File: src/sv/tll_pkg.sv
// shared types and constants for the level-order leaf lister
// no dependencies; used by tree_leaf_lister_level_order
package tll_pkg;

  // node index as it travels on the streams and in the walk queue
  localparam int IDX_W = 4;

  // one row of child links: left index, has_left, right index, has_right
  localparam int LINK_W        = 10;
  localparam int LEFT_LSB      = 0;
  localparam int HAS_LEFT_BIT  = 4;
  localparam int RIGHT_LSB     = 5;
  localparam int HAS_RIGHT_BIT = 9;

  // stream data widths, padded to whole bytes
  localparam int IN_TDATA_W  = 16;
  localparam int OUT_TDATA_W = 8;

  // listing stops after this many leaves
  localparam int LEAF_LIMIT = 8;
  localparam int LEAF_CNT_W = 4;

  typedef enum logic [7:0] {
    ST_LOAD   = 8'b0000_0001,
    ST_SEARCH = 8'b0000_0010,
    ST_POP    = 8'b0000_0100,
    ST_LINK   = 8'b0000_1000,
    ST_DECIDE = 8'b0001_0000,
    ST_PUSHL  = 8'b0010_0000,
    ST_PUSHR  = 8'b0100_0000,
    ST_DONE   = 8'b1000_0000
  } state_t;

endpackage

File: src/sv/tree_leaf_lister_level_order.sv
// binary tree leaf lister: loads node rows, then lists leaves breadth first
// depends on tll_pkg and tll_ram
// rate: one row beat per cycle while loading; after the last row the root
// scan checks indices in turn (up to MAX_NODES + 1 of them), then each node
// popped passes through queue read, link read, decide and a left and a right
// push slot (at most one access per ram port a cycle), and the walk closes
// with a final empty check and the release of the last leaf; a full output
// register stalls the walk. reset (rst_n low, synchronous) empties the load,
// the queue pointers and the output register.
module tree_leaf_lister_level_order #(
  parameter int MAX_NODES   = 16,
  parameter int QUEUE_DEPTH = 16
) (
  input  logic                               clk,
  input  logic                               rst_n,
  // node rows
  input  logic                               in_tvalid,
  output logic                               in_tready,
  // [3:0] left_index, [4] has_left, [8:5] right_index, [9] has_right
  input  logic [tll_pkg::IN_TDATA_W-1:0]     in_tdata,
  input  logic                               in_tlast,   // last_row
  // leaves
  output logic                               out_tvalid,
  input  logic                               out_tready,
  // [3:0] leaf_index
  output logic [tll_pkg::OUT_TDATA_W-1:0]    out_tdata,
  output logic                               out_tlast   // last_leaf
);

  // table address, row counter, queue pointer widths
  localparam int NW  = (MAX_NODES > 1) ? $clog2(MAX_NODES) : 1;
  localparam int RCW = $clog2(MAX_NODES + 1);
  localparam int QW  = (QUEUE_DEPTH > 1) ? $clog2(QUEUE_DEPTH) : 1;

  localparam int IW = tll_pkg::IDX_W;

  tll_pkg::state_t state_r, state_nxt;

  logic [RCW-1:0]       row_count_r, row_count_nxt;
  logic [MAX_NODES-1:0] is_child_r, is_child_nxt;
  logic [RCW-1:0]       scan_r, scan_nxt;      // root scan index
  logic [RCW-1:0]       visits_r, visits_nxt;
  logic [tll_pkg::LEAF_CNT_W-1:0] leaf_cnt_r, leaf_cnt_nxt;
  logic [QW-1:0]        head_r, head_nxt;
  logic [QW-1:0]        tail_r, tail_nxt;

  // node being visited and its decoded links
  logic [IW-1:0] node_r, node_nxt;
  logic          link_ok_r, link_ok_nxt;      // node is a loaded row
  logic [IW-1:0] li_r, li_nxt, ri_r, ri_nxt;
  logic          lv_r, lv_nxt, rv_r, rv_nxt;

  // one leaf held back so the final one can carry the last flag
  logic          hold_vld_r, hold_vld_nxt;
  logic [IW-1:0] hold_idx_r, hold_idx_nxt;

  // output register
  logic          out_vld_r, out_vld_nxt;
  logic [IW-1:0] out_leaf_r, out_leaf_nxt;
  logic          out_last_r, out_last_nxt;

  // ram ports
  logic                      lk_wr_en, lk_rd_en;
  logic [NW-1:0]             lk_wr_addr, lk_rd_addr;
  logic [tll_pkg::LINK_W-1:0] lk_wr_data, lk_rd_data;
  logic                      q_wr_en, q_rd_en;
  logic [QW-1:0]             q_wr_addr, q_rd_addr;
  logic [IW-1:0]             q_wr_data, q_rd_data;

  // decode helpers
  logic [tll_pkg::LINK_W-1:0] links;
  logic [IW-1:0]              dec_li, dec_ri;
  logic                       dec_lv, dec_rv, dec_leaf;
  logic [IW-1:0]              row_l, row_r;
  logic                       row_hl, row_hr;
  logic [QW-1:0]              tail_inc;
  logic                       q_full, out_free, walk_more;

  tll_ram #(.WIDTH(tll_pkg::LINK_W), .DEPTH(MAX_NODES)) u_links (
    .clk     (clk),
    .wr_en   (lk_wr_en),
    .wr_addr (lk_wr_addr),
    .wr_data (lk_wr_data),
    .rd_en   (lk_rd_en),
    .rd_addr (lk_rd_addr),
    .rd_data (lk_rd_data)
  );

  tll_ram #(.WIDTH(IW), .DEPTH(QUEUE_DEPTH)) u_queue (
    .clk     (clk),
    .wr_en   (q_wr_en),
    .wr_addr (q_wr_addr),
    .wr_data (q_wr_data),
    .rd_en   (q_rd_en),
    .rd_addr (q_rd_addr),
    .rd_data (q_rd_data)
  );

  assign in_tready  = (state_r == tll_pkg::ST_LOAD);
  assign out_tvalid = out_vld_r;
  assign out_tdata  = {{(tll_pkg::OUT_TDATA_W - IW){1'b0}}, out_leaf_r};
  assign out_tlast  = out_last_r;

  // incoming row fields
  assign row_l  = in_tdata[tll_pkg::LEFT_LSB +: IW];
  assign row_hl = in_tdata[tll_pkg::HAS_LEFT_BIT];
  assign row_r  = in_tdata[tll_pkg::RIGHT_LSB +: IW];
  assign row_hr = in_tdata[tll_pkg::HAS_RIGHT_BIT];

  // circular queue keeps one slot empty
  assign tail_inc = (tail_r == QW'(QUEUE_DEPTH - 1)) ? '0 : tail_r + QW'(1);
  assign q_full   = (tail_inc == head_r);

  assign out_free = !out_vld_r || out_tready;

  // links of the visited node; rows never loaded read as no children
  assign links  = link_ok_r ? lk_rd_data : '0;
  assign dec_li = links[tll_pkg::LEFT_LSB +: IW];
  assign dec_ri = links[tll_pkg::RIGHT_LSB +: IW];
  // a child at or beyond the row count is treated as absent
  assign dec_lv = links[tll_pkg::HAS_LEFT_BIT] && (32'(dec_li) < 32'(row_count_r));
  assign dec_rv = links[tll_pkg::HAS_RIGHT_BIT] && (32'(dec_ri) < 32'(row_count_r));
  assign dec_leaf = !dec_lv && !dec_rv;

  // walk goes on while the queue has entries and no limit is reached
  assign walk_more = (head_r != tail_r) && (32'(visits_r) < MAX_NODES)
                   && (32'(leaf_cnt_r) < tll_pkg::LEAF_LIMIT);

  always_comb begin
    state_nxt     = state_r;
    row_count_nxt = row_count_r;
    is_child_nxt  = is_child_r;
    scan_nxt      = scan_r;
    visits_nxt    = visits_r;
    leaf_cnt_nxt  = leaf_cnt_r;
    head_nxt      = head_r;
    tail_nxt      = tail_r;
    node_nxt      = node_r;
    link_ok_nxt   = link_ok_r;
    li_nxt        = li_r;
    ri_nxt        = ri_r;
    lv_nxt        = lv_r;
    rv_nxt        = rv_r;
    hold_vld_nxt  = hold_vld_r;
    hold_idx_nxt  = hold_idx_r;
    out_vld_nxt   = out_vld_r && !out_tready;
    out_leaf_nxt  = out_leaf_r;
    out_last_nxt  = out_last_r;

    lk_wr_en   = 1'b0;
    lk_wr_addr = NW'(row_count_r);
    lk_wr_data = in_tdata[tll_pkg::LINK_W-1:0];
    lk_rd_en   = 1'b0;
    lk_rd_addr = NW'(q_rd_data);
    q_wr_en    = 1'b0;
    q_wr_addr  = tail_r;
    q_wr_data  = li_r;
    q_rd_en    = 1'b0;
    q_rd_addr  = head_r;

    unique case (state_r)
      tll_pkg::ST_LOAD: begin
        if (in_tvalid) begin
          // rows past capacity are dropped, but the last flag still counts
          if (32'(row_count_r) < MAX_NODES) begin
            lk_wr_en      = 1'b1;
            row_count_nxt = row_count_r + RCW'(1);
            for (int i = 0; i < MAX_NODES; i++) begin
              if ((row_hl && 32'(row_l) == i) || (row_hr && 32'(row_r) == i)) begin
                is_child_nxt[i] = 1'b1;
              end
            end
          end
          if (in_tlast) begin
            scan_nxt  = '0;
            state_nxt = tll_pkg::ST_SEARCH;
          end
        end
      end

      tll_pkg::ST_SEARCH: begin
        if (32'(scan_r) >= 32'(row_count_r)) begin
          // every node is someone's child: nothing to list
          row_count_nxt = '0;
          is_child_nxt  = '0;
          state_nxt     = tll_pkg::ST_LOAD;
        end else if (!is_child_r[NW'(scan_r)]) begin
          // root found, seed the queue
          if (!q_full) begin
            q_wr_en   = 1'b1;
            q_wr_data = IW'(scan_r);
            tail_nxt  = tail_inc;
          end
          visits_nxt   = '0;
          leaf_cnt_nxt = '0;
          state_nxt    = tll_pkg::ST_POP;
        end else begin
          scan_nxt = scan_r + RCW'(1);
        end
      end

      tll_pkg::ST_POP: begin
        if (walk_more) begin
          q_rd_en    = 1'b1;
          head_nxt   = (head_r == QW'(QUEUE_DEPTH - 1)) ? '0 : head_r + QW'(1);
          visits_nxt = visits_r + RCW'(1);
          state_nxt  = tll_pkg::ST_LINK;
        end else begin
          state_nxt = tll_pkg::ST_DONE;
        end
      end

      tll_pkg::ST_LINK: begin
        node_nxt    = q_rd_data;
        link_ok_nxt = (32'(q_rd_data) < 32'(row_count_r)) && (32'(q_rd_data) < MAX_NODES);
        lk_rd_en    = link_ok_nxt;
        state_nxt   = tll_pkg::ST_DECIDE;
      end

      tll_pkg::ST_DECIDE: begin
        // a new leaf pushes the held one out, so it needs a free output slot
        if (!(dec_leaf && hold_vld_r && !out_free)) begin
          if (dec_leaf) begin
            if (hold_vld_r) begin
              out_vld_nxt  = 1'b1;
              out_leaf_nxt = hold_idx_r;
              out_last_nxt = 1'b0;
            end
            hold_vld_nxt = 1'b1;
            hold_idx_nxt = node_r;
            leaf_cnt_nxt = leaf_cnt_r + tll_pkg::LEAF_CNT_W'(1);
          end
          li_nxt    = dec_li;
          ri_nxt    = dec_ri;
          lv_nxt    = dec_lv;
          rv_nxt    = dec_rv;
          state_nxt = tll_pkg::ST_PUSHL;
        end
      end

      tll_pkg::ST_PUSHL: begin
        if (lv_r && !q_full) begin
          q_wr_en   = 1'b1;
          q_wr_data = li_r;
          tail_nxt  = tail_inc;
        end
        state_nxt = tll_pkg::ST_PUSHR;
      end

      tll_pkg::ST_PUSHR: begin
        if (rv_r && !q_full) begin
          q_wr_en   = 1'b1;
          q_wr_data = ri_r;
          tail_nxt  = tail_inc;
        end
        state_nxt = tll_pkg::ST_POP;
      end

      tll_pkg::ST_DONE: begin
        // release the held leaf as the last one, then clear the load
        if (!hold_vld_r || out_free) begin
          if (hold_vld_r) begin
            out_vld_nxt  = 1'b1;
            out_leaf_nxt = hold_idx_r;
            out_last_nxt = 1'b1;
          end
          hold_vld_nxt  = 1'b0;
          row_count_nxt = '0;
          is_child_nxt  = '0;
          head_nxt      = '0;
          tail_nxt      = '0;
          state_nxt     = tll_pkg::ST_LOAD;
        end
      end

      default: begin
        state_nxt = tll_pkg::ST_LOAD;
      end
    endcase
  end

  always_ff @(posedge clk) begin
    if (!rst_n) begin
      state_r     <= tll_pkg::ST_LOAD;
      row_count_r <= '0;
      is_child_r  <= '0;
      scan_r      <= '0;
      visits_r    <= '0;
      leaf_cnt_r  <= '0;
      head_r      <= '0;
      tail_r      <= '0;
      hold_vld_r  <= 1'b0;
      out_vld_r   <= 1'b0;
    end else begin
      state_r     <= state_nxt;
      row_count_r <= row_count_nxt;
      is_child_r  <= is_child_nxt;
      scan_r      <= scan_nxt;
      visits_r    <= visits_nxt;
      leaf_cnt_r  <= leaf_cnt_nxt;
      head_r      <= head_nxt;
      tail_r      <= tail_nxt;
      hold_vld_r  <= hold_vld_nxt;
      out_vld_r   <= out_vld_nxt;
    end
  end

  // payload, no reset
  always_ff @(posedge clk) begin
    node_r     <= node_nxt;
    link_ok_r  <= link_ok_nxt;
    li_r       <= li_nxt;
    ri_r       <= ri_nxt;
    lv_r       <= lv_nxt;
    rv_r       <= rv_nxt;
    hold_idx_r <= hold_idx_nxt;
    out_leaf_r <= out_leaf_nxt;
    out_last_r <= out_last_nxt;
  end

  // leaf count never runs past the listing limit
  a_leaf_limit: assert property (@(posedge clk) disable iff (!rst_n)
    32'(leaf_cnt_r) <= tll_pkg::LEAF_LIMIT)
    else $error("leaf count beyond limit");

  // a held leaf only exists while a walk is in progress
  a_hold_in_walk: assert property (@(posedge clk) disable iff (!rst_n)
    hold_vld_r |-> !(state_r == tll_pkg::ST_LOAD || state_r == tll_pkg::ST_SEARCH))
    else $error("held leaf outside walk");

  // queue is empty and rewound whenever rows are being loaded
  a_queue_rewound: assert property (@(posedge clk) disable iff (!rst_n)
    (state_r == tll_pkg::ST_LOAD) |-> (head_r == '0 && tail_r == '0))
    else $error("queue not rewound during load");

endmodule

File: src/sv/tll_ram.sv
// generic single-write, single-read ram with registered read data
// no dependencies; instanced for the link table and the walk queue
module tll_ram #(
  parameter int WIDTH = 8,
  parameter int DEPTH = 16
) (
  input  logic                                      clk,
  input  logic                                      wr_en,
  input  logic [((DEPTH > 1) ? $clog2(DEPTH) : 1)-1:0] wr_addr,
  input  logic [WIDTH-1:0]                          wr_data,
  input  logic                                      rd_en,
  input  logic [((DEPTH > 1) ? $clog2(DEPTH) : 1)-1:0] rd_addr,
  output logic [WIDTH-1:0]                          rd_data
);

  logic [WIDTH-1:0] mem_r [DEPTH];
  logic [WIDTH-1:0] rd_data_r;

  always_ff @(posedge clk) begin
    if (wr_en) begin
      mem_r[wr_addr] <= wr_data;
    end
    if (rd_en) begin
      rd_data_r <= mem_r[rd_addr];
    end
  end

  assign rd_data = rd_data_r;

endmodule

File: config.mk
export PLATFORM = sky130hd
export DESIGN_NAME = tree_leaf_lister_level_order
export DESIGN_NICKNAME = d
export VERILOG_FILES = /design/src/sv/tll_pkg.sv /design/src/sv/tree_leaf_lister_level_order.sv /design/src/sv/tll_ram.sv
export SDC_FILE = /design/constraint.sdc
export NUM_CORES = 1
export LEC_CHECK = 0
export BUFFER_PORTS_ARGS = -buffer_cell sky130_fd_sc_hd__clkbuf_2
export CAP_MARGIN = 20
export CELL_PAD_IN_SITES_DETAIL_PLACEMENT = 0
export CELL_PAD_IN_SITES_GLOBAL_PLACEMENT = 1
export CORE_ASPECT_RATIO = 0.8
export CORE_MARGIN = 2
export CORE_UTILIZATION = 50
export DETAILED_ROUTE_END_ITERATION = 10
export PLACE_DENSITY_LB_ADDON = 0.1
export SYNTH_ARGS = -nofsm -noshare
export SYNTH_HDL_FRONTEND = slang
export SYNTH_HIERARCHICAL = 1
export SYNTH_SLANG_ARGS = --single-unit
export TNS_END_PERCENT = 30
File: constraint.sdc
create_clock -name clk -period 10 [get_ports clk]
set_input_delay 3 -clock clk [delete_from_list [all_inputs] [get_ports clk]]
set_output_delay 3 -clock clk [all_outputs]
set_load 0.1 [all_outputs]
==> reports/results.ini, run 1 <==
[power]
power_density_nw_per_um2 = 184
irDropWorstVdd_mv = 0.147
leakage_nw = 4.94
report.power.total_mw = 2.73

[die]
die_area_um2 = 28000
die_w_um = 187
start_util_pct = 50.7
die_h_um = 150
rows = 53
coreArea_um2 = 26300
ios = 32

[worst_setup_path]
crit_required_ns = 7.00
worstSetupPathType = reg -> out
crit_slowest_cell = or4_4
cp-start-kind = flop
cp_cell_sequence = or4_4, or4_1, clkinv_1, clkbuf_2
cp.arrival_ns = 2.98
critPathMaxFanout = 19
slowest_delay_ns = 0.57
cp-end-kind = output port

[placement]
pre_cts_ws_ns = 4.62
io_buffer_count = 21
dp.cells = 1212
gp_congestion = 0.809
dpl.hpwl_mm = 18.7
dpl_cell_area_um2 = 13700

[yosys]
syn_area_um2 = 13300
yosysWarnings = 6
synthArstFlopShare_pct = 0
synthDistinctLibCells = 68
yosysMostFrequentCell = edfxtp_1
synth_area_leaders = edfxtp_1 59%, dfxtp_1 8.0%, mux4_2 5.7%
synth.avg_cell_area_um2 = 15.6
synth.top_cell.area_share_pct = 59.1
synth_edf_count = 262
synth_common_cells = 262 x edfxtp_1, 73 x nor2_1, 53 x dfxtp_1, 43 x a21oi_1, 41 x nand2_1
synth-seq-cells = 315
ys_dominant_reg_cell = edfxtp_1
synth_seq_area_share_pct = 67.0
synthesis.instances = 856
yosysTopAreaCell = edfxtp_1

[clock_network]
clk_latency_ns = 0.55
root_buffer = clkbuf_16
cts_sinks = 315
cts_hold_buf = 0
cts.clk_slew.worst_paths_ns = 0.06
cts_made_buffers = 31
h-tree-depth = 1
cts_buffer_depth = 3
post_cts_buffers = 0
cts_tree = yes
ctsResizeCount = 0

[global_routing]
grt_overflow = 0
grt_use_total_pct = 20.5
antenna_found_initial = 0
grt_first_pass_wirelength_mm = 43.6
grt_max_degree = 43
grt_pass1_vias = 7556

[timing]
holdWs_ns = 0.419
tightestPinTransition_ns = 1.09
slew_violations = 0
setup_viol = 0
finClkSkew_ns = 0.00776
setup_ws_ns = 4.02
final_min_period_over_clock_period_pct = 59.8
finalSetupTns_ns = 0
hold_violations = 0
fmax_ghz = 0.167
relSlewSlack_pct = 26.8
rsz0062_at_grt = no
fin_crit_ns = 5.98

[run_status]
status = finished clean

[run]
drv_cap = 0

[layout]
area_growth_pct = 11.0
layout-drive-gt1-share_pct = 14.6
fin_cells = 1272
finalNetCount = 930
fin_area_um2 = 14800
finish.utilization_pct = 56.3
nFillCells = 2112

[drt]
num_vias = 7528
final_antenna_net_count = 0
drc = 0
vias_per_cell = 5.92
routed_wl_mm = 28.2
wl_per_cell_um = 22.2
drt_iter0_drc = 749
drt_first_pass_iters = 5

[hold_path]
min_path_type = reg -> reg

[layer usage]
layer  up-vias  routed length [um]  global-route usage [%]
met5         -                   0                       0
met1      3838               14000                    31.4
li1       3458                   -                       -
met3        34                1490                    3.61
met2       198               12400                    31.2
met4         0                 415                    4.33
[power breakdown]
part	internal (mW)	total [mW]	switching [mW]
clock network	0.679	1.16	0.482
logic	0.0367	0.118	0.0816
registers	1.43	1.45	0.0130
[critical path, delay by kind of cell (launching register included)]
kind	cells	cell delay, ns
simple gates	2	1.14
buf+inv	2	0.93
flops	1	0.35
[cells by family after synthesis]
logic type,count (synthesis),share of synthesized area [%]
flip-flops,315,67.0
AND/OR/NAND/NOR,255,10.0
AO/OA/AOI/OAI,126,6.38
multiplexers,67,11.4
buffers and inverters,57,2.26
adder cells (fa/ha/maj),20,1.88
XOR/XNOR,15,0.986
other,1,0.0281
[cell usage in the layout, fill, tap and decap left out, types with 7 or more instances in the layout]
| master | synthesis | layout |
|---|---|---|
| edfxtp_1 | 262 | 262 |
| nor2_1 | 73 | 73 |
| dfxtp_1 | 53 | 53 |
| a21oi_1 | 43 | 43 |
| nand2_1 | 41 | 41 |
| mux4_2 | 34 | 34 |
| clkbuf_16 | 0 | 31 |
| nand3_1 | 30 | 30 |
| mux4_1 | 26 | 26 |
| a22oi_1 | 25 | 25 |
| clkbuf_2 | 0 | 21 |
| o221ai_1 | 20 | 20 |
| ha_1 | 20 | 20 |
| inv_1 | 17 | 17 |
| o21ai_0 | 17 | 17 |
| nand2b_1 | 16 | 16 |
| and2_1 | 16 | 16 |
| buf_4 | 6 | 13 |
| nor3_1 | 12 | 12 |
| nand3b_1 | 11 | 11 |
| nand4_1 | 9 | 9 |
| xor2_1 | 9 | 9 |
| nor2b_1 | 8 | 8 |
| mux2i_1 | 7 | 7 |
[final timing paths]
kind / to / from / slack, ns / depth (start not counted)
worst min-delay path: hold_idx_r[2] / node_r[2] / 0.42 / 0
worst max register to register: u_queue/mem_r[0][2] / scan_r[0] / 6.08 / 8
worst max-delay path: in_tready / state_r[4] / 4.02 / 4
worst min register to register: hold_idx_r[2] / node_r[2] / 0.42 / 0
[final cells by class]
class	instances	area [um^2]	share of cell area (%)
well taps	357	447	3.02
repair buffers	34	203	1.37
multi-input cells	487	4100	27.7
clock buffers	41	853	5.77
flip-flops and latches	315	8930	60.4
diodes	1	2.50	0.0169
inverters	20	75.1	0.508
clock inverters	17	179	1.21
[registers in the layout, indices dropped and copies added, names as in the netlist, 4 cells and up]
register / count
q_wr_addr: 4
ri_r: 4
u_queue/mem_r: 64
scan_r: 5
is_child_r: 16
head_r: 4
hold_idx_r: 4
li_r: 4
leaf_cnt_r: 4
row_count_r: 5
u_queue/rd_data: 4
u_links/mem_r: 160
node_r: 4
visits_r: 5
state_r: 8
out_leaf_r: 4
u_links/rd_data: 10
No activity file was read; power rests on OpenSTA's default activity.
==> run 2, diff against run 1 <==
Settings changed: CORE_UTILIZATION 50 to 48.
Clock period 10 ns to 5 ns, I/O delays scaled along.
==> reports/results.ini, run 2 (same netlist as run 1, synthesis figures left out) <==
[run_status]
status = finished clean

[global_routing]
antenna_found_initial = 0  ; unchanged
grt_use_total_pct = 20.2  ; -0.32 points
grt_max_degree = 43  ; unchanged
grt_overflow = 0  ; unchanged
grt_pass1_vias = 7522  ; -0.45%
grt_first_pass_wirelength_mm = 44.2  ; +1.3%

[power]
irDropWorstVdd_mv = 0.199  ; +35%
power_density_nw_per_um2 = 369  ; +100%
leakage_nw = 4.96  ; +0.52%

[layout]
top_register = u_links/mem_r
largest_reg_flops = 160  ; unchanged
area_growth_pct = 11.3
finalNetCount = 936  ; +0.65%
layout_commonest_cell = edfxtp_1
nFillCells = 2209  ; +4.6%
diodes = 0  ; -1
reg_top3 = u_links/mem_r: 160 flops, u_queue/mem_r: 64 flops, is_child_r: 16 flops
final_cell_mix = 262 x edfxtp_1, 73 x nor2_1, 53 x dfxtp_1, 43 x a21oi_1, 41 x nand2_1
fin_area_um2 = 14800  ; +0.24%
layout-drive-gt1-share_pct = 14.6  ; about the same

[die]
start_util_pct = 48.8  ; -1.9 points
coreArea_um2 = 27300  ; +3.9%
die_area_um2 = 29100  ; +4.1%
rows = 54  ; +1.9%
die_w_um = 190  ; +2.0%
die_h_um = 153  ; +2.0%
ios = 32  ; unchanged

[hold_path]
min_path_type = reg -> reg

[worst_setup_path]
crit_required_ns = 3.50  ; -3.50 ns
cp-end-kind = output port
critPathMaxFanout = 6  ; -13
cp-start-kind = flop
cp.arrival_ns = 2.71  ; -0.27 ns
r2r_slack_ns = 1.21  ; -4.87 ns
worstSetupPathType = reg -> out

[clock_network]
root_buffer = clkbuf_16
clk_latency_ns = 0.51  ; -0.04 ns
cts_buffer_depth = 3  ; unchanged
h-tree-depth = 2  ; +1
cts_made_buffers = 34  ; +9.7%
cts_hold_buf = 0  ; unchanged
cts.clk_slew.worst_paths_ns = 0.06  ; about the same
cts_sinks = 315  ; unchanged
post_cts_buffers = 0  ; unchanged
ctsResizeCount = 0  ; unchanged
cts_tree = yes

[timing]
finClkSkew_ns = 0.0172  ; +0.00946 ns
fmax_ghz = 0.237
final_min_period_over_clock_period_pct = 84.3
setup_viol = 0  ; unchanged
fin_crit_ns = 4.21
rsz0062_at_grt = no
hold_violations = 0  ; unchanged
relSlewSlack_pct = 30.2  ; +3.3 points
setup_ws_ns = 0.785  ; -3.23 ns
tightestPinTransition_ns = 1.04  ; -0.0500 ns
slew_violations = 0  ; unchanged
finalSetupTns_ns = 0  ; unchanged

[placement]
dpl.hpwl_mm = 19.1  ; +2.0%
pre_cts_ws_ns = 1.18  ; -3.44 ns
gp_congestion = 0.819  ; +1.2%
dpl_cell_area_um2 = 13800  ; +0.23%
io_buffer_count = 21  ; unchanged

[drt]
drt_iter0_drc = 766  ; +2.3%
vias_per_cell = 5.93  ; +0.25%
num_vias = 7618  ; +1.2%
final_antenna_net_count = 0  ; unchanged
drc = 0  ; unchanged
routed_wl_mm = 29.0  ; +2.7%
drt_first_pass_iters = 7  ; +2
wl_per_cell_um = 22.6  ; +1.8%

[run]
drv_cap = 0  ; unchanged

-- run 2: cell count changes in the layout (fill, tap and decap cells not counted) --
cell and change:
clkbuf_16 +4, clkbuf_1 +3, buf_6 +1, clkbuf_8 -2, clkinv_1 +2, clkinv_2 +3, clkinvlp_4 -2, bufinv_16 -2
buf_4 +2, inv_8 -1, clkinv_4 -2, diode_2 -1
-- run 2: path summary, 6_finish.rpt --
check	from	endpoint	cells past startpoint
worst max-delay path	state_r[4]	in_tready	4
worst min-delay path	node_r[2]	hold_idx_r[2]	0
worst max register to register	scan_r[0]	u_queue/mem_r[0][1]	8
worst min register to register	node_r[2]	hold_idx_r[2]	0
-- run 2: where the power goes --
| part | total, mW | switching, mW | leakage, nW | internal (mW) |
|---|---|---|---|---|
| logic | 0.242 | 0.167 | 1.66 | 0.0752 |
| clock network | 2.34 | 0.974 | 0.514 | 1.37 |
| registers | 2.89 | 0.0266 | 2.79 | 2.87 |
| total | 5.48 | 1.17 | 4.96 | 4.31 |
-- run 2: through the flow --
stage	hold WS (ns)	power [mW]	cells	util, %
CTS	0.418	5.53	1283	54.3
floorplan	0.400	3.10	859	-
detailed placement	0.405	3.19	1222	50.5
global placement	0.402	3.18	1222	50.5
finish	0.421	5.48	1284	54.3
global route	0.428	5.66	1284	54.3
-- run 2: per-layer routing --
metal	global-route usage, %	vias up	share of wire (%)
met3	3.17	40	6.3
met4	4.50	0	1.8
met5	0	-	0
met2	30.1	234	44
met1	31.6	3858	48
li1	-	3486	-
-- run 2: worst max-delay path, stage by stage (launching register included) --
cell and delay [ns]:
dfxtp_1 0.35, or4_4 0.57, or4_1 0.60, clkinv_1 0.20, clkbuf_2 0.49
-- run 2: cell type report --
cell class / instances / area [um^2] / area share [%]
tap: 364 / 455 / 3.07
multi-input combinational: 487 / 4100 / 27.7
inverter: 20 / 75.1 / 0.506
timing repair buffer: 37 / 229 / 1.54
clock buffer: 46 / 937 / 6.32
clock inverter: 15 / 97.6 / 0.658
sequential: 315 / 8930 / 60.2
